### src/hw/rtl/btcg_pkg.sv
`default_nettype none

package btcg_pkg;

  // Field widths
  localparam int unsigned SAMPLE_W = 16;
  localparam int unsigned CH_W     = 11;
  localparam int unsigned BIN_W    = 12;
  localparam int unsigned GROUP_W  = 11;

  // Sizes
  localparam int unsigned NUM_BINS      = 4096;
  localparam int unsigned NUM_CHANNELS  = 2048;
  localparam int unsigned BINS_PER_ITEM = 2;
  localparam int unsigned CACHE_ROWS    = NUM_BINS / BINS_PER_ITEM;
  localparam int unsigned ROW_W         = $clog2(CACHE_ROWS);
  localparam int unsigned LANE_W        = $clog2(BINS_PER_ITEM);
  localparam int unsigned BIN_WORD_W    = 2 * SAMPLE_W;
  localparam int unsigned ROW_DATA_W    = BINS_PER_ITEM * BIN_WORD_W;

  // Clearing pass covers the deeper of the two memories
  localparam int unsigned CLR_DEPTH = (CACHE_ROWS > NUM_CHANNELS) ? CACHE_ROWS : NUM_CHANNELS;
  localparam int unsigned CLR_W     = $clog2(CLR_DEPTH);

  // Beat modes
  localparam logic MODE_DATA  = 1'b0;
  localparam logic MODE_TABLE = 1'b1;

  typedef enum logic [1:0] {
    ST_CLEAR = 2'b01,
    ST_RUN   = 2'b10
  } clr_state_e;

  typedef struct packed {
    logic             active;
    logic [CLR_W-1:0] addr;
  } clr_t;

endpackage

`default_nettype wire

### src/hw/rtl/btcg_clear.sv
`default_nettype none

module btcg_clear import btcg_pkg::*; (
  input  wire logic clk_i,
  input  wire logic rst_ni,
  output clr_t      clr_o
);

  clr_state_e       state_q, state_d;
  logic [CLR_W-1:0] addr_q, addr_d;

  // Sweep every entry once after reset, then stay in run
  always_comb begin
    state_d = state_q;
    addr_d  = addr_q;
    case (state_q)
      ST_CLEAR: begin
        if (addr_q == CLR_W'(CLR_DEPTH - 1)) begin
          state_d = ST_RUN;
          addr_d  = '0;
        end else begin
          addr_d = addr_q + CLR_W'(1);
        end
      end
      ST_RUN: begin
        addr_d = '0;
      end
      default: begin
        state_d = ST_CLEAR;
        addr_d  = '0;
      end
    endcase
  end

  always_ff @(posedge clk_i or negedge rst_ni) begin
    if (!rst_ni) begin
      state_q <= ST_CLEAR;
      addr_q  <= '0;
    end else begin
      state_q <= state_d;
      addr_q  <= addr_d;
    end
  end

  assign clr_o.active = (state_q == ST_CLEAR);
  assign clr_o.addr   = addr_q;

endmodule

`default_nettype wire

### config.mk
export PLATFORM = sky130hd
export DESIGN_NAME = btcg_clear
export DESIGN_NICKNAME = d
export VERILOG_FILES = /design/src/hw/rtl/btcg_pkg.sv /design/src/hw/rtl/btcg_clear.sv
export SDC_FILE = /design/constraint.sdc
export NUM_CORES = 1
export LEC_CHECK = 0
export BUFFER_PORTS_ARGS = -buffer_cell sky130_fd_sc_hd__clkbuf_2
export CAP_MARGIN = 10
export CORE_AREA = 2 2 39 41
export CTS_BUF_LIST = sky130_fd_sc_hd__clkbuf_2
export DETAILED_ROUTE_END_ITERATION = 8
export DIE_AREA = 0 0 41 43
export PLACE_DENSITY = 0.75
export SLEW_MARGIN = 40
export SYNTH_ARGS = -nofsm -noshare
export SYNTH_HDL_FRONTEND = slang
export SYNTH_SLANG_ARGS = --single-unit
export TNS_END_PERCENT = 50
### constraint.sdc
create_clock -name clk_i -period 2.69 [get_ports clk_i]
set_input_delay 0.6725 -clock clk_i [delete_from_list [all_inputs] [get_ports clk_i]]
set_output_delay 0.6725 -clock clk_i [all_outputs]
set_load 0.02 [all_outputs]
### After elaboration in Yosys (flattened, before gate mapping)

Index checks and enable logic that the tools add are counted.

* eq/ne operators: 4
* reductions and logical operators: 1
* add/subtract/negate cells: 1
* multiplexer cells: 4
* bitwise gates (word level): 1

Operators by type and width (number)
* 11-bit 2-to-1 mux: 2
* 11-bit by 1-bit adder with 11-bit output (second input constant): 1
* 11-bit == test (second input constant): 1
* 2-bit one-hot mux with 2 select lines: 1
* 2-bit by 1-bit == test with 1-bit output (second input constant): 1
* 2-bit == test (second input constant): 1
* 2-bit 2-to-1 mux: 1
* 2-bit by 1-bit inequality test with 1-bit output (second input constant): 1
* 2-bit AND reduction: 1
* 1-bit inverter: 1

* logic and storage cells: 13
* output and inout bits: 12
* register bits after elaboration: 13

### Logic depth before layout (Yosys ltp)

Gate-level depths: netlist of run 1.

* word-level depth: 3
* gate-level depth with buffers: 6

### Worst setup path before layout of run 1

No wires, ideal clock.

* path kind: flip-flop to flip-flop
* start point: register addr_q[0]
* end point: register addr_q[0]
* stages on the path, launching flop included: 7
* path buffers: 1
* clock period less this slack: 1551 ps
* setup time: 130 ps
* setup slack: 1139 ps
* required time: 2560 ps
* arrival: 1420 ps
* cell sequence: dfrtp_1 ha_1 nand3_1 nor4_4 a21o_1 buf_6 nor2_1

* word-level cells in the longest chain between the ends: 3
* elaborated cells between the ends (all ways): 4
* those cells by class: 1 x add/sub; 1 x eq/ne; 2 x mux

Ends and longest elaborated chain
* start: declaration: RTL line btcg_clear.sv:10 `logic [CLR_W-1:0] addr_q, addr_d;`
* start signal: assignment: RTL line btcg_clear.sv:41 `addr_q <= addr_d;`
* 11-bit by 1-bit adder with 11-bit output or 11-bit == test (tied branches): RTL line btcg_clear.sv:22, btcg_clear.sv:18
* 11-bit 2-to-1 mux *: RTL line btcg_clear.sv:18 `if (addr_q == CLR_W'(CLR_DEPTH - 1)) begin`
* 11-bit 2-to-1 mux *: RTL line btcg_clear.sv:16 `case (state_q)`
* named net addr_d[0]: RTL line btcg_clear.sv:10

Mark *: on every way through the listed nets, which the timed path passes. The rest lies on a longest branch.
A chain may end at the register's enable or synchronous reset.

==> summary.txt, run 1 <==
Timing
  • Worst slew margin: 77.9%
  • Measured slew at the worst slew-check pin: 0.332 ns
  • RSZ-0062 raised after global routing: false
  • Final worst path period share: 68.0%
  • Final hold vios: 0
  • Final-layout setup total negative slack: 0 ns
  • Worst setup margin: roughly 0.86 ns
  • Max Clock Skew: between 0.007 and 0.008 ns
  • Number of pins with negative max-slew slack in the final report: 0
  • Final critical-path required period: 1.83 ns
  • Final setup fails: 0
  • Timing-limited maximum frequency: 547 MHz

Cells and area
  • Final instance count without filler cells: 90
  • Core utilization of the finished layout: 50.0%
  • Top library cells by usage in the layout, fill and taps aside: sky130_fd_sc_hd__clkbuf_2, sky130_fd_sc_hd__nor2_1, sky130_fd_sc_hd__dfrtp_1
  • Filler Cell Count: between 100 and 150
  • Most frequent standard cell in the layout excluding fill and tap cells: sky130_fd_sc_hd__clkbuf_2
  • Layout cell share with drive strength beyond 1: 27.0%
  • Number of diodes added for antenna fixing: 0
  • Net count of the finished layout: 78
  • Synthesis-to-finish area growth: 14.3%

Setup path
  • Slowest cell delay on critical path: 0.55 ns
  • Cell family with the largest share of critical-path delay: flip-flops
  • Maximum fanout count along the critical path: 4
  • Worst reg-to-reg path cell count: 5
  • CP max-delay cell: sky130_fd_sc_hd__dfstp_2
  • Launch instance of the worst register-to-register path: addr_q[0]
  • Cell count along the critical path: 3
  • Data arrival time of the critical path: around 1.2 ns
  • Startpoint types: flip-flop
  • Endpoint of the most critical register-to-register path: addr_q[9]
  • Reg2Reg Setup Slack: ~1.0 ns
  • Critical path class: reg2out
  • Worst Path Required: approximately 2.0 ns
  • Capturing element type of the critical path: output port
  • CP bufs+invs: 2
  • CP cell instances: nand2_1 > inv_1 > clkbuf_2

Routing
  • Vias after detailed routing: 438
  • Routed Wire Length: 1040 um
  • Count of TritonRoute iterations in the first routing pass: 2
  • Detailed-route DRC error count: 0
  • Drt first-iter violations: 9
  • Per-cell via count in the routed design: 4.87
  • Antenna-violating nets left: 0
  • Per-cell routed wire length: 11.6 um

Flow run
  • Max-cap violations: 0

Synthesis
  • Post-Synthesis Cell Area: 606 um^2
  • Yosys warnings: 0
  • Flip-flop cell with the highest count after synthesis: sky130_fd_sc_hd__dfrtp_1
  • Cells after synthesis: 59
  • Synth async-reset ratio: 100%
  • EDFF count, synth: 0
  • Yosys reg bits: 13
  • Cell variety after synth: 18
  • Portion of the post-synthesis area used by sequential elements: 53.9%
  • Synthesized net count: 62
  • Avg Synthesized Cell Area: 10.3 um^2

Clock tree
  • CTS tree: done
  • Setup fix buffers added after clock tree synthesis: 0
  • TritonCTS buffer count: 3
  • Reg clk slew, reported paths: between 0.1 and 0.15 ns
  • Sinks on the clock net: 13
  • Number of buffers added to fix hold violations after cts: 0
  • Number of levels the H-tree was split into: 1
  • Number of buffers on the longest clock path: 2
  • Clk Latency, worst-skew pair: 0.27 ns
  • Post-CTS resize count: 0
  • Clk Tree Root Cell: sky130_fd_sc_hd__clkbuf_2

Placed design
  • Post-detail-place hpwl: about 800 um
  • Placed cell count: 86
  • Buffers on Ports: 13
  • GP Congestion: 0.693
  • Worst slack after detailed placement: just over 1 ns

GRT
  • First-pass GRT wire length: 1840 um
  • Pin count of the biggest net entering global routing: 14
  • Overall track demand over capacity in global routing: roughly 16%
  • Vias in the first global route: 431
  • Initial antenna violation count: 0
  • Global-route congestion overflow total: 0

Power
  • Total Power Consumption: 301 uW
  • Power per cell area: 436 nW/um^2
  • Maximum resistive drop on vdd: 0.237 mV
  • Standby leakage power: 0.366 nW

Die
  • Area of the die: between 1500 and 2000 um^2
  • Core ar.: 1380 um^2
  • Floorplan die width: roughly 41 um
  • Die height: 43 um
  • I/O pins: 14
  • Floorplan row count: 14
  • Effective utilization at floorplan: 43.8%

Run status
  • Outcome: finished clean

Hold path
  • Worst min-delay path category: in2async
[power breakdown]
group          leakage [nW]  switching [mW]  total, mW  internal (mW)
clock network        0.0166          0.0624      0.102         0.0394
registers             0.168               0      0.195          0.195
logic                 0.181         0.00369    0.00420       0.000512
total                 0.366          0.0661      0.301          0.235
[how the worst max path moves through the flow]
stage	startpoint	endpoint	slack, ns
floorplan	addr_q[0]	addr_q[0]	1.14
global placement	state_q[0]	clr_o[11]	1.15
detailed placement	addr_q[0]	addr_q[2]	1.02
CTS	state_q[0]	clr_o[11]	0.83
global route	state_q[0]	clr_o[11]	0.76
finish	state_q[0]	clr_o[11]	0.86
[layer usage]
| metal | share of wire, % | GRT usage, % | up-vias |
|---|---|---|---|
| met4 | 2.4 | 10.0 | 0 |
| li1 | - | - | 217 |
| met1 | 44 | 19.7 | 200 |
| met3 | 5.9 | 7.85 | 4 |
| met5 | 0 | 0 | - |
| met2 | 47 | 21.9 | 17 |
[per-stage QoR]
step | instance area [um^2] | hold slack (ns)
after floorplan | 606 | 0.377
after global placement | 672 | 0.487
after detailed placement | 672 | 0.512
after CTS | 692 | 0.267
after global routing | 692 | 0.259
final | 692 | 0.272
[Yosys cell counts, drive strengths merged (2+ instances only)]
cell type / count / area (um^2)
nor2: 14 / 52.6
nand3: 4 / 25.0
dfrtp: 12 / 300
inv: 5 / 18.8
nand2: 4 / 15.0
buf: 2 / 18.8
nor3: 2 / 10.0
xnor2: 8 / 70.1
[sequential cells by signal (all words and copies together) (netlist names)]
| name | count |
|---|---|
| addr_q | 11 |
| state_q | 2 |
[area by class of cell]
cell class              count  area [um^2]  share of cell area, %
repair buffers             13         65.1                   9.40
well taps                  16         20.0                   2.89
multi-input cells          39          241                   34.9
clock buffers               4         20.0                   2.89
inverters                   5         18.8                   2.71
flip-flops and latches     13          327                   47.2
[logic make-up after synthesis]
| logic type | Yosys count | share of synthesized area [%] |
|---|---|---|
| fa+ha+maj | 1 | 2.07 |
| compound gates | 3 | 3.31 |
| simple gates | 26 | 21.5 |
| xor+xnor | 9 | 13.0 |
| buf+inv | 7 | 6.20 |
| flops | 13 | 53.9 |
No activity file was read; power rests on OpenSTA's default activity.
==> run 2: changes to the inputs <==
- PLACE_DENSITY: 0.75 -> 0.78
- clock period: 2.69 -> 1.55 ns (I/O delays scaled with it)
==> run 2 against run 1 <==
  * Clock skew rose by 0.00080 ns
  * Core utilization is 3.6 points higher
  * Total power up 77%
  * Clock power rose by 81%
  * Non-clock buffer count up 4
  * Worst setup slack lost 0.79 ns
  * Sequential power is 74% higher
  * Largest power group unchanged
==> summary.txt, run 2 (synthesized netlist as in run 1, its figures left out) <==
Run status
  • Outcome: finished clean

Setup path
  • CP max-delay cell: sky130_fd_sc_hd__dfstp_2
  • Cell family with the largest share of critical-path delay: flip-flops
  • Worst reg-to-reg path cell count: 5 (unchanged)
  • CP bufs+invs: 2 (unchanged)
  • Launch instance of the worst register-to-register path: addr_q[1]
  • Slowest cell delay on critical path: 0.58 ns (+0.03 ns)
  • CP cell instances: nand2_4 > inv_2 > buf_4
  • Maximum fanout count along the critical path: 4 (unchanged)
  • Reg2Reg Setup Slack: 0.09 ns (-0.95 ns)
  • Critical path class: reg2out
  • Endpoint of the most critical register-to-register path: addr_q[4]
  • Data arrival time of the critical path: 1.09 ns (-0.07 ns)
  • Worst Path Required: 1.16 ns (-0.86 ns)
  • Startpoint types: flip-flop
  • Capturing element type of the critical path: output port

Cells and area
  • Most frequent standard cell in the layout excluding fill and tap cells: sky130_fd_sc_hd__clkbuf_2
  • Top library cells by usage in the layout, fill and taps aside: sky130_fd_sc_hd__clkbuf_2, sky130_fd_sc_hd__nor2_1, sky130_fd_sc_hd__dfrtp_1
  • Biggest register: addr_q
  • Layout cell share with drive strength beyond 1: 35.9% (+8.9 points)
  • Net count of the finished layout: 82 (+5.1%)
  • Largest registers in the final layout: addr_q (11), state_q (2)
  • Synthesis-to-finish area growth: 22.5%
  • Number of diodes added for antenna fixing: 0 (unchanged)
  • Flip-flop count of the largest register after layout: 11 (unchanged)

Routing
  • Detailed-route DRC error count: 0 (unchanged)
  • Per-cell routed wire length: 13.0 um (+12%)
  • Count of TritonRoute iterations in the first routing pass: 4 (+2)
  • Vias after detailed routing: 469 (+7.1%)
  • Per-cell via count in the routed design: 4.99 (+2.5%)
  • Routed Wire Length: 1220 um (+17%)
  • Antenna-violating nets left: 0 (unchanged)
  • Drt first-iter violations: 16 (+7)

Flow run
  • Max-cap violations: 0 (unchanged)

Timing
  • Final setup fails: 0 (unchanged)
  • Final-layout setup total negative slack: 0 ns (unchanged)
  • Final worst path period share: 95.5%
  • RSZ-0062 raised after global routing: false
  • Number of pins with negative max-slew slack in the final report: 0 (unchanged)
  • Timing-limited maximum frequency: about 680 MHz
  • Worst slew margin: 78.3% (+0.37 points)
  • Max Clock Skew: 0.00800 ns (+0.000803 ns)
  • Final hold vios: 0 (unchanged)
  • Worst setup margin: 0.0695 ns (-0.791 ns)
  • Final critical-path required period: 1.48 ns
  • Measured slew at the worst slew-check pin: 0.326 ns (-0.00553 ns)

Clock tree
  • Number of levels the H-tree was split into: 1 (unchanged)
  • Clk Latency, worst-skew pair: 0.28 ns (about the same)
  • Reg clk slew, reported paths: 0.14 ns (about the same)
  • Sinks on the clock net: 13 (unchanged)
  • Number of buffers on the longest clock path: 2 (unchanged)
  • CTS tree: done
  • Clk Tree Root Cell: sky130_fd_sc_hd__clkbuf_2
  • TritonCTS buffer count: 3 (unchanged)

Power
  • Power per cell area: 719 nW/um^2 (+65%)
  • Maximum resistive drop on vdd: 0.489 mV (+110%)
  • Standby leakage power: 0.382 nW (+4.4%)

Die
  • I/O pins: 14 (unchanged)
  • Core ar.: 1380 um^2 (unchanged)
  • Floorplan die width: 41 um (unchanged)
  • Floorplan row count: 14 (unchanged)
  • Die height: 43 um (unchanged)
  • Area of the die: 1760 um^2 (unchanged)
  • Effective utilization at floorplan: 43.8% (unchanged)

Placed design
  • Post-detail-place hpwl: 804 um (-0.65%)
  • Worst slack after detailed placement: 0.0183 ns (-1.00 ns)
  • Buffers on Ports: 13 (unchanged)
  • GP Congestion: 0.780 (+13%)

Hold path
  • Worst min-delay path category: in2async

GRT
  • Initial antenna violation count: 0 (unchanged)
  • Pin count of the biggest net entering global routing: 14 (unchanged)
  • Vias in the first global route: 469 (+8.8%)
  • Overall track demand over capacity in global routing: 16.2% (+0.086 points)
  • Global-route congestion overflow total: 0 (unchanged)
  • First-pass GRT wire length: 1930 um (+4.5%)
[run 2: metrics by stage]
| step | cells | utilization [%] | total power [mW] | hold slack (ns) | instance area (um^2) |
|---|---|---|---|---|---|
| final | 94 | 53.6 | 0.533 | 0.510 | 742 |
| after global routing | 94 | 53.6 | 0.549 | 0.553 | 742 |
| after CTS | 94 | 52.7 | 0.534 | 0.539 | 729 |
| after detailed placement | 88 | 49.7 | 0.353 | 0.300 | 688 |
| after global placement | 88 | 49.7 | 0.353 | 0.292 | 688 |
| after floorplan | 59 | - | 0.346 | 0.0919 | 607 |
[run 2: worst reg2reg max path, stage by stage, from the launching register on]
cell and delay, ns:
sky130_fd_sc_hd__dfrtp_1 0.42, sky130_fd_sc_hd__ha_1 0.23, sky130_fd_sc_hd__nand3_2 0.16, sky130_fd_sc_hd__nor4_4 0.20, sky130_fd_sc_hd__a21o_2 0.27, sky130_fd_sc_hd__nor2_1 0.08
[run 2: final cells by class]
cell class              count  area (um^2)
inverters                   5         18.8
well taps                  16         20.0
multi-input cells          39          255
flip-flops and latches     13          328
clock buffers               4         20.0
repair buffers             17          100
fillers                   126          642
[run 2: worst max-delay path by stage]
stage                     startpoint   endpoint  slack [ns]  cells past startpoint
after floorplan            addr_q[1]  addr_q[4]        0.02                      6
after global placement     addr_q[1]  addr_q[9]        0.10                      5
after detailed placement   addr_q[1]  addr_q[7]        0.02                      5
after CTS                 state_q[0]  clr_o[11]       0.006                      3
after global routing      state_q[0]  clr_o[11]        0.01                      3
final                     state_q[0]  clr_o[11]        0.07                      3
[run 2: routing by layer]
metal | track usage, % | share of wire, %
met1 | 20.3 | 43
met2 | 25.3 | 52
met3 | 4.71 | 3.6
met4 | 6.00 | 0.98
met5 | 0 | 0
[run 2: timing repair]
item,CTS,global route
gates resized for setup,2,5
setup endpoints to repair,3,13
hold buffers,1,0
buffers inserted,1,0
hold endpoints to repair,12,0
[run 2: where the power goes]
part | leakage [nW] | total [mW] | switching (mW) | internal [mW]
Sequential | 0.167 | 0.339 | 0 | 0.339
Combinational | 0.199 | 0.00912 | 0.00660 | 0.00252
Clock | 0.0166 | 0.185 | 0.117 | 0.0684
==> run 3: changes to the inputs <==
--- a/config.mk
+++ b/config.mk
@@ -13,5 +13,5 @@
 export DIE_AREA = 0 0 41 43
 export PLACE_DENSITY = 0.78
-export SLEW_MARGIN = 40
+export SLEW_MARGIN = 20
 export SYNTH_ARGS = -nofsm -noshare
 export SYNTH_HDL_FRONTEND = slang
==> constraint.sdc (replaced) <==
create_clock -name clk_i -period 1.55 [get_ports clk_i]
set_input_delay 0.31 -clock clk_i [delete_from_list [all_inputs] [get_ports clk_i]]
set_output_delay 0.31 -clock clk_i [all_outputs]
set_load 0.02 [all_outputs]
==> run 3 against run 2 <==
  * Design area fell by 1.7%
  * Wire length shrank 2.5%
  * Clock-buffer cell count stayed put
  * Non-clock buffer count is 1 lower
  * Clock skew fell by 0.0046 ns
  * Sequential share of layout area grew 0.76 points
  * Sequential power about the same
  * Fmax grew 1.4%
  * Core utilization is 0.90 points lower
  * Largest cell class unchanged
==> summary.txt, run 3 (synthesized netlist as in run 1, its figures left out) <==
Timing
  • Worst slew margin: 78.5% (+0.24 points)
  • Timing-limited maximum frequency: 685 MHz (+1.4%)
  • Worst setup margin: 0.0895 ns (+0.0200 ns)
  • Worst-case hold slack: 0.438 ns (-0.0714 ns)
  • Max Clock Skew: 0.00340 ns (-0.00459 ns)
  • Final setup fails: 0 (unchanged)
  • Final worst path period share: 94.2% (-1.3 points)
  • Number of pins with negative max-slew slack in the final report: 0 (unchanged)
  • RSZ-0062 raised after global routing: false
  • Final hold vios: 0 (unchanged)
  • Final critical-path required period: 1.46 ns (-0.0200 ns)
  • Measured slew at the worst slew-check pin: 0.323 ns (-0.00355 ns)
  • Final-layout setup total negative slack: 0 ns (unchanged)

Routing
  • Drt first-iter violations: 16 (unchanged)
  • Vias after detailed routing: 455 (-3.0%)
  • Detailed-route DRC error count: 0 (unchanged)
  • Per-cell routed wire length: 12.8 um (-1.4%)
  • Routed Wire Length: 1190 um (-2.5%)
  • Per-cell via count in the routed design: 4.89 (-1.9%)
  • Count of TritonRoute iterations in the first routing pass: 4 (unchanged)
  • Antenna-violating nets left: 0 (unchanged)

Cells and area
  • Top library cells by usage in the layout, fill and taps aside: sky130_fd_sc_hd__clkbuf_2, sky130_fd_sc_hd__nor2_1, sky130_fd_sc_hd__dfrtp_1
  • Core utilization of the finished layout: 52.7% (-0.90 points)
  • Final instance count without filler cells: 93 (-1.1%)
  • Final Instance Area: 729 um^2 (-1.7%)
  • Biggest register: addr_q
  • Layout cell share with drive strength beyond 1: 33.8% (-2.1 points)
  • Filler Cell Count: 126 (unchanged)
  • Largest registers in the final layout: addr_q (11), state_q (2)
  • Number of diodes added for antenna fixing: 0 (unchanged)
  • Net count of the finished layout: 81 (-1.2%)
  • Most frequent standard cell in the layout excluding fill and tap cells: sky130_fd_sc_hd__clkbuf_2
  • Synthesis-to-finish area growth: 20.5%
  • Flip-flop count of the largest register after layout: 11 (unchanged)

Clock tree
  • Setup fix buffers added after clock tree synthesis: 0 (-1)
  • CTS tree: done
  • Number of buffers on the longest clock path: 2 (unchanged)
  • Reg clk slew, reported paths: 0.14 ns (about the same)
  • Clk Latency, worst-skew pair: 0.27 ns (about the same)
  • TritonCTS buffer count: 3 (unchanged)
  • Clk Tree Root Cell: sky130_fd_sc_hd__clkbuf_2
  • Sinks on the clock net: 13 (unchanged)
  • Number of levels the H-tree was split into: 1 (unchanged)

GRT
  • Pin count of the biggest net entering global routing: 14 (unchanged)
  • First-pass GRT wire length: 1900 um (-1.5%)
  • Vias in the first global route: 455 (-3.0%)
  • Overall track demand over capacity in global routing: 16.0% (-0.20 points)
  • Global-route congestion overflow total: 0 (unchanged)
  • Initial antenna violation count: 0 (unchanged)

Setup path
  • Worst Path Required: 1.72 ns (+0.56 ns)
  • Critical path class: reg2reg
  • Data arrival time of the critical path: 1.63 ns (+0.54 ns)
  • Reg2Reg Setup Slack: 0.09 ns (about the same)
  • Startpoint types: flip-flop
  • Maximum fanout count along the critical path: 9 (+5)
  • Capturing element type of the critical path: flip-flop
  • Worst reg-to-reg path cell count: 5 (unchanged)

Placed design
  • GP Congestion: 0.780 (unchanged)
  • Placed cell count: 88 (unchanged)
  • Post-detail-place hpwl: 804 um (unchanged)
  • Buffers on Ports: 13 (unchanged)
  • Instance area at placement: 688 um^2 (unchanged)
  • Worst slack after detailed placement: 0.0183 ns (unchanged)

Die
  • Floorplan die width: 41 um (unchanged)
  • Effective utilization at floorplan: 43.8% (unchanged)
  • Core ar.: 1380 um^2 (unchanged)
  • I/O pins: 14 (unchanged)
  • Floorplan row count: 14 (unchanged)
  • Die height: 43 um (unchanged)
  • Area of the die: 1760 um^2 (unchanged)

Power
  • Total Power Consumption: 533 uW (about the same)
  • Maximum resistive drop on vdd: 0.490 mV (+0.14%)
  • Standby leakage power: 0.377 nW (-1.4%)
  • Power per cell area: 731 nW/um^2 (+1.7%)

Hold path
  • Worst min-delay path category: in2async

Run status
  • Outcome: finished clean

Flow run
  • Max-cap violations: 0 (unchanged)
-- run 3: worst paths after layout --
path                            start          to
max                         addr_q[1]   addr_q[4]
min                            rst_ni   addr_q[7]
max reg2reg                 addr_q[1]   addr_q[4]
min reg2reg                state_q[0]   addr_q[8]
max in group asynchronous      rst_ni  state_q[0]
min in group clk_i         state_q[0]   addr_q[8]
-- run 3: cell type report --
cell class	instances	area (um^2)	share of cell area, %
Multi-Input combinational cell	39	250	34.3
Sequential cell	13	328	44.9
Inverter	5	18.8	2.57
Clock buffer	4	20.0	2.74
Tap cell	16	20.0	2.74
Timing Repair Buffer	16	92.6	12.7
-- run 3: worst max-delay path, stage by stage (launching register included) --
cell and delay (ns):
sky130_fd_sc_hd__dfrtp_1 0.42, sky130_fd_sc_hd__ha_1 0.23, sky130_fd_sc_hd__nand3_2 0.16, sky130_fd_sc_hd__nor4_4 0.20
sky130_fd_sc_hd__a21o_2 0.27, sky130_fd_sc_hd__nor2_1 0.08
-- run 3: metal layers --
| metal | track usage, % | vias to the layer above | share of wire [%] |
|---|---|---|---|
| li1 | - | 219 | - |
| met3 | 4.71 | 0 | 4.3 |
| met4 | 6.00 | 0 | 0 |
| met5 | 0 | - | 0 |
| met2 | 24.4 | 13 | 50 |
| met1 | 20.6 | 223 | 46 |
-- run 3: power by group --
group / total [mW] / internal [mW] / leakage, nW / switching [mW]
Combinational: 0.00905 / 0.00252 / 0.194 / 0.00653
Clock: 0.185 / 0.0684 / 0.0166 / 0.116
Sequential: 0.339 / 0.339 / 0.167 / 0
Total: 0.533 / 0.410 / 0.377 / 0.123
-- run 3: repair_timing --
action,4_1_cts,5_1_grt
hold buffers,1,0
endpoints found under the hold margin,12,0
gates resized for setup,1,4
setup endpoints to repair,2,13
pin swaps,0,0
